==> src/lwt_pkg.sv <==
// Shared types and constants for the last-write tracker table.
// Depends on nothing; imported by every module of the block.
`default_nettype none

package lwt_pkg;

  localparam int unsigned SetBitsDef  = 10;
  localparam int unsigned WaysDef     = 4;
  localparam int unsigned LookbackDef = 15;

  localparam logic [31:0] HashMul = 32'd2654435761;

  localparam int unsigned AddrW  = 32;
  localparam int unsigned DataW  = 64;
  localparam int unsigned StampW = 64;

  localparam logic FuncWrite = 1'b0;
  localparam logic FuncQuery = 1'b1;

  // One stored record; stamp zero marks an empty way.
  typedef struct packed {
    logic [StampW-1:0] stamp;
    logic [DataW-1:0]  data;
    logic [AddrW-1:0]  len;
    logic [AddrW-1:0]  instr;
    logic [AddrW-1:0]  start;
  } way_t;

  // Controller to datapath commands.
  typedef struct packed {
    logic clr;      // write zeros to the set under the clear pointer
    logic cap;      // capture the input item
    logic issue;    // push one query candidate into the lookup pipe
    logic commit;   // write the merged set word of a write item
    logic out_ld;   // load the result registers
  } cmd_t;

  // Datapath to controller status.
  typedef struct packed {
    logic clr_last;   // clear pointer at the last set
    logic cand_last;  // current candidate equals the queried address
    logic pipe_busy;  // lookup pipe still holds candidates
  } stat_t;

endpackage

`default_nettype wire

==> src/lwt_ctrl.sv <==
// Controller state machine: clear pass, write sequence, query walk, result strobe.
// Depends on lwt_pkg.
`default_nettype none

module lwt_ctrl
  import lwt_pkg::*;
(
  input  wire logic  clk_i,
  input  wire logic  rst_ni,
  input  wire logic  start,
  input  wire logic  func_i,
  output logic       busy,
  output logic       done_o,
  output cmd_t       cmd_o,
  input  wire stat_t stat_i
);

  typedef enum logic [2:0] {
    StClear,
    StIdle,
    StWHash,
    StWRead,
    StWWrite,
    StQIssue,
    StQDrain
  } state_e;

  state_e state_q, state_d;
  logic   done_q, done_d;

  always_comb begin
    state_d = state_q;
    done_d  = 1'b0;
    cmd_o   = '0;
    unique case (state_q)
      StClear: begin
        cmd_o.clr = 1'b1;
        if (stat_i.clr_last) begin
          state_d = StIdle;
        end
      end
      StIdle: begin
        if (start) begin
          cmd_o.cap = 1'b1;
          state_d   = (func_i == FuncQuery) ? StQIssue : StWHash;
        end
      end
      StWHash:  state_d = StWRead;
      StWRead:  state_d = StWWrite;
      StWWrite: begin
        cmd_o.commit = 1'b1;
        cmd_o.out_ld = 1'b1;
        done_d       = 1'b1;
        state_d      = StIdle;
      end
      StQIssue: begin
        cmd_o.issue = 1'b1;
        if (stat_i.cand_last) begin
          state_d = StQDrain;
        end
      end
      StQDrain: begin
        if (!stat_i.pipe_busy) begin
          cmd_o.out_ld = 1'b1;
          done_d       = 1'b1;
          state_d      = StIdle;
        end
      end
      default: state_d = StIdle;
    endcase
  end

  always_ff @(posedge clk_i or negedge rst_ni) begin
    if (!rst_ni) begin
      state_q <= StClear;
      done_q  <= 1'b0;
    end else begin
      state_q <= state_d;
      done_q  <= done_d;
    end
  end

  assign busy   = (state_q != StIdle);
  assign done_o = done_q;

endmodule

`default_nettype wire

==> config.mk <==
export PLATFORM = sky130hd
export DESIGN_NAME = lwt_ctrl
export DESIGN_NICKNAME = d
export VERILOG_FILES = /design/src/lwt_pkg.sv /design/src/lwt_ctrl.sv
export SDC_FILE = /design/constraint.sdc
export NUM_CORES = 1
export LEC_CHECK = 0
export ABC_CLOCK_PERIOD_IN_PS = 1240
export CAP_MARGIN = 20
export CORE_AREA = 2 2 39 41
export DETAILED_ROUTE_END_ITERATION = 10
export DIE_AREA = 0 0 41 43
export DONT_BUFFER_PORTS = 1
export PLACE_DENSITY = 0.34
export SLEW_MARGIN = 20
export SYNTH_ARGS = -nofsm -noshare
export SYNTH_HDL_FRONTEND = slang
export SYNTH_SLANG_ARGS = --single-unit
==> constraint.sdc <==
create_clock -name clk_i -period 1.24 [get_ports clk_i]
set_input_delay 0.124 -clock clk_i [delete_from_list [all_inputs] [get_ports clk_i]]
set_output_delay 0.124 -clock clk_i [all_outputs]
set_load 0.02 [all_outputs]
# Word-level counts from Yosys, hierarchy flattened

Cells that the tools add are included.

Order comparisons: 0
Reductions and logical operators: 2
Multiply operators: 0
Add/sub/neg operators: 0
Equality and inequality tests: 11
Div/mod/pow operators: 0
Multiplexer cells: 13
Shift-type cells: 0
Bitwise gates (word level): 0

Operator list:

| cell               | number |
|---|---|
| $pmux 3 s6         | 1 |
| $mux 3             | 5 |
| $eq 3x3->1 const B | 3 |
| $ne 2x2->1 const B | 4 |
| $eq 3x2->1 const B | 2 |
| $mux 1             | 6 |
| $reduce_and 4->1   | 1 |
| $eq 3x1->1 const B | 1 |
| $logic_not 3->1    | 1 |
| $ne 3x1->1 const B | 1 |
| $pmux 1 s2         | 1 |

Bits in writable memories: 0
Bits of input ports: 7
Register bits after elaboration: 4
Word-level logic and storage cells: 28
Output and inout bits: 7
Bits in read-only memories: 0
Memories: 0
Bits in latches: 0

# Logic depth before layout (Yosys ltp)

Depth after elaboration: 3
Gate-level depth with buffers: 4
Gate-level depth less buffers: 3

# Least setup slack after synthesis

Ideal clock, no wire load.

Kind: flip-flop to output port
Start: reg state_q[1]
End: out cmd_o[3] in the netlist's numbering
Setup slack: 0.016 ns
Buffers on the path: 0
Cell stages (with the launch flop): 4
Data arrival time: 1.100 ns
Path through: dfrtp_1 and2b_1 nand2b_1 nor2_1

RTL lines:

| element                | line           | RTL |
|---|---|---|
| start, declared        | lwt_ctrl.sv:28 | `state_e state_q, state_d;` |
| start signal, assigned | lwt_ctrl.sv:75 | `state_q <= StClear;` |
| start signal, assigned | lwt_ctrl.sv:78 | `state_q <= state_d;` |
| end, declared          | lwt_ctrl.sv:14 | `output cmd_t cmd_o,` |

==> impl_metrics.tcl <==
set metrics [dict create \
    worstHoldPathType "input port to flop" \
    finClkSkew_ns 0.00493 \
    crit_path_start_kind "flop" \
    relSlewSlack 0.864 \
    peakVddDrop_mv 0.750 \
    htreeDepth 1 \
    io_buffers 0 \
    slew_violations 0 \
    synth_area_um2 283 \
    overflow 0 \
    numClockSinks 4 \
    cts-root-buf "clkbuf_4" \
    grt_pass1_vias 323 \
    cp.required_ns 1.12 \
    die_x_um 41 \
    crit_type "flop to primary output" \
    cts_tree "done" \
    hpwl_um 487 \
    finalSetupViolations 1 \
    drcViolationCount 0 \
    worst_slew_pin_slew_ns 0.203 \
    synth_nets 43 \
    ys_async_sr_fraction 1.00 \
    ioPinCount 14 \
    drt_first_pass_iters 4 \
    powerDensity_nw_per_um2 2660 \
    wl_um 809 \
    layout_setup_ws_ns -0.0447 \
    wl_per_cell_um 12.6 \
    cp_max_fo 3 \
    drv_cap 0 \
    grt_setup_unrepaired "true" \
    clockBufferDepth 2 \
    drt_iter0_drc 7 \
    ys_seq_area_frac 0.354 \
    clock.fmax_ghz 0.778 \
    final_common_cell "buf_4" \
    gp_congestion 0.768 \
    finalPower_mw 1.15 \
    cts_buffers 3 \
    start_util 0.204 \
    track_usage 0.107 \
    finalHoldViolCount 0 \
    syn_avg_cell_area_um2 7.85 \
    grt_first_pass_wirelength_mm 1.24 \
    arrival_ns 1.16 \
    rows 14 \
    die-area_um2 1760 \
    viasPerCell 4.56 \
    clk_latency_ns 0.24 \
    period_share 1.04 \
    synth_warnings 0 \
    grt_max_degree 12 \
    synthFlopType "dfrtp_1" \
    violations "setup timing" \
    period_needed_ns 1.28 \
    outcome "finished, violations left" \
    preCtsSetupSlack_ns 0.127 \
    final_cell_mix "buf_4 (9), inv_1 (4), o21ai_1 (4)" \
    worst_setup_path_end_kind "primary output" \
    grt_antenna_before_repair 0 \
    fin_nets 57 \
    n_antenna_cell 0 \
    leakagePower_nw 0.211 \
    clk_pin_slew_ns 0.04 \
    synth_top_area_share 0.354 \
    die_h_um 43 \
    ant_nets 0 \
    ys_top_cells_by_area "dfrtp_1 (35%), o21ai_1 (7.1%), buf_4 (5.3%)" \
    vias 292 \
    synthCells 36 \
    synth_edf_count 0 \
    drive_above_1_share 0.417 \
    synth_cell_types 21 \
    fin_tns_setup_ns -0.0447 \
    core_um2 1380 \
    holdWs_ns 0.106 \
    area_growth_pct 52.7 \
    synth_seq_cells 4 \
    utilization 0.312 \
    synth_area_leader_cell "dfrtp_1" \
]
==> cell usage after synthesis, types with 2 or more instances <==
master / count
nor2_1: 3
inv_1: 4
dfrtp_1: 4
nand2b_1: 2
o21ai_1: 4
a21oi_1: 2
a31oi_1: 2
buf_4: 2
==> per-stage QoR <==
stage,std cells,cell area [um^2]
6_report,64,432
4_1_cts,64,412
2_1_floorplan,36,283
5_1_grt,64,432
3_3_place_gp,55,324
3_5_place_dp,55,324
==> timing repair <==
action | 4_1_cts | 5_1_grt
resized for setup | 5 | 4
endpoints found under the hold margin | 5 | 0
hold buffers | 2 | 0
setup endpoints to repair | 6 | 5
pin swaps | 0 | 1
buffers inserted | 4 | 0
==> final cells by class <==
type                            count  area [um^2]
Clock buffer                        3         22.5
Fill cell                         159          952
Inverter                            4         15.0
Multi-Input combinational cell     24          163
Sequential cell                     4          101
Tap cell                           16         20.0
Timing Repair Buffer               13          110
==> kinds of logic (layout without fill, tap and decap cells) <==
logic type / count (synthesis) / count (layout) / synth area share
buf+inv: 8 / 20 / 0.164
simple gates: 13 / 13 / 0.257
compound gates: 11 / 11 / 0.226
flops: 4 / 4 / 0.354
==> critical path, cell delays in order, from the launching register on <==
cell,delay [ns]
dfrtp_1,0.38
and2b_2,0.24
nand2b_1,0.07
nor2_1,0.09
buf_4,0.15
==> power by group <==
part | total, mW | switching (mW) | internal [mW]
registers | 0.239 | 0.0498 | 0.189
clock network | 0.168 | 0.0594 | 0.109
logic | 0.743 | 0.381 | 0.362
==> state kept, by name, indices dropped and copies added, names as in the netlist <==
name	cells
state_q	3
done_o	1
==> path summary, 6_finish.rpt <==
path,slack [ns],from,end,depth (start not counted)
min in group asynchronous,0.16,rst_ni,done_o,1
min reg2reg,0.60,state_q[0],done_o,2
min,0.11,start,state_q[1],2
max,-0.04,state_q[1],cmd_o[3],4
max in group asynchronous,0.89,rst_ni,state_q[0],1
max reg2reg,0.10,state_q[1],state_q[1],4
==> routing by layer <==
metal | global-route usage | share of wire | up-vias | wire length, um
li1 | - | - | 146 | -
met1 | 0.119 | 0.34 | 132 | 279
met2 | 0.153 | 0.55 | 14 | 447
met3 | 0.0262 | 0.10 | 0 | 82
met4 | 0.100 | 0 | 0 | 0
met5 | 0 | 0 | - | 0
No activity file was read; power rests on OpenSTA's default activity.
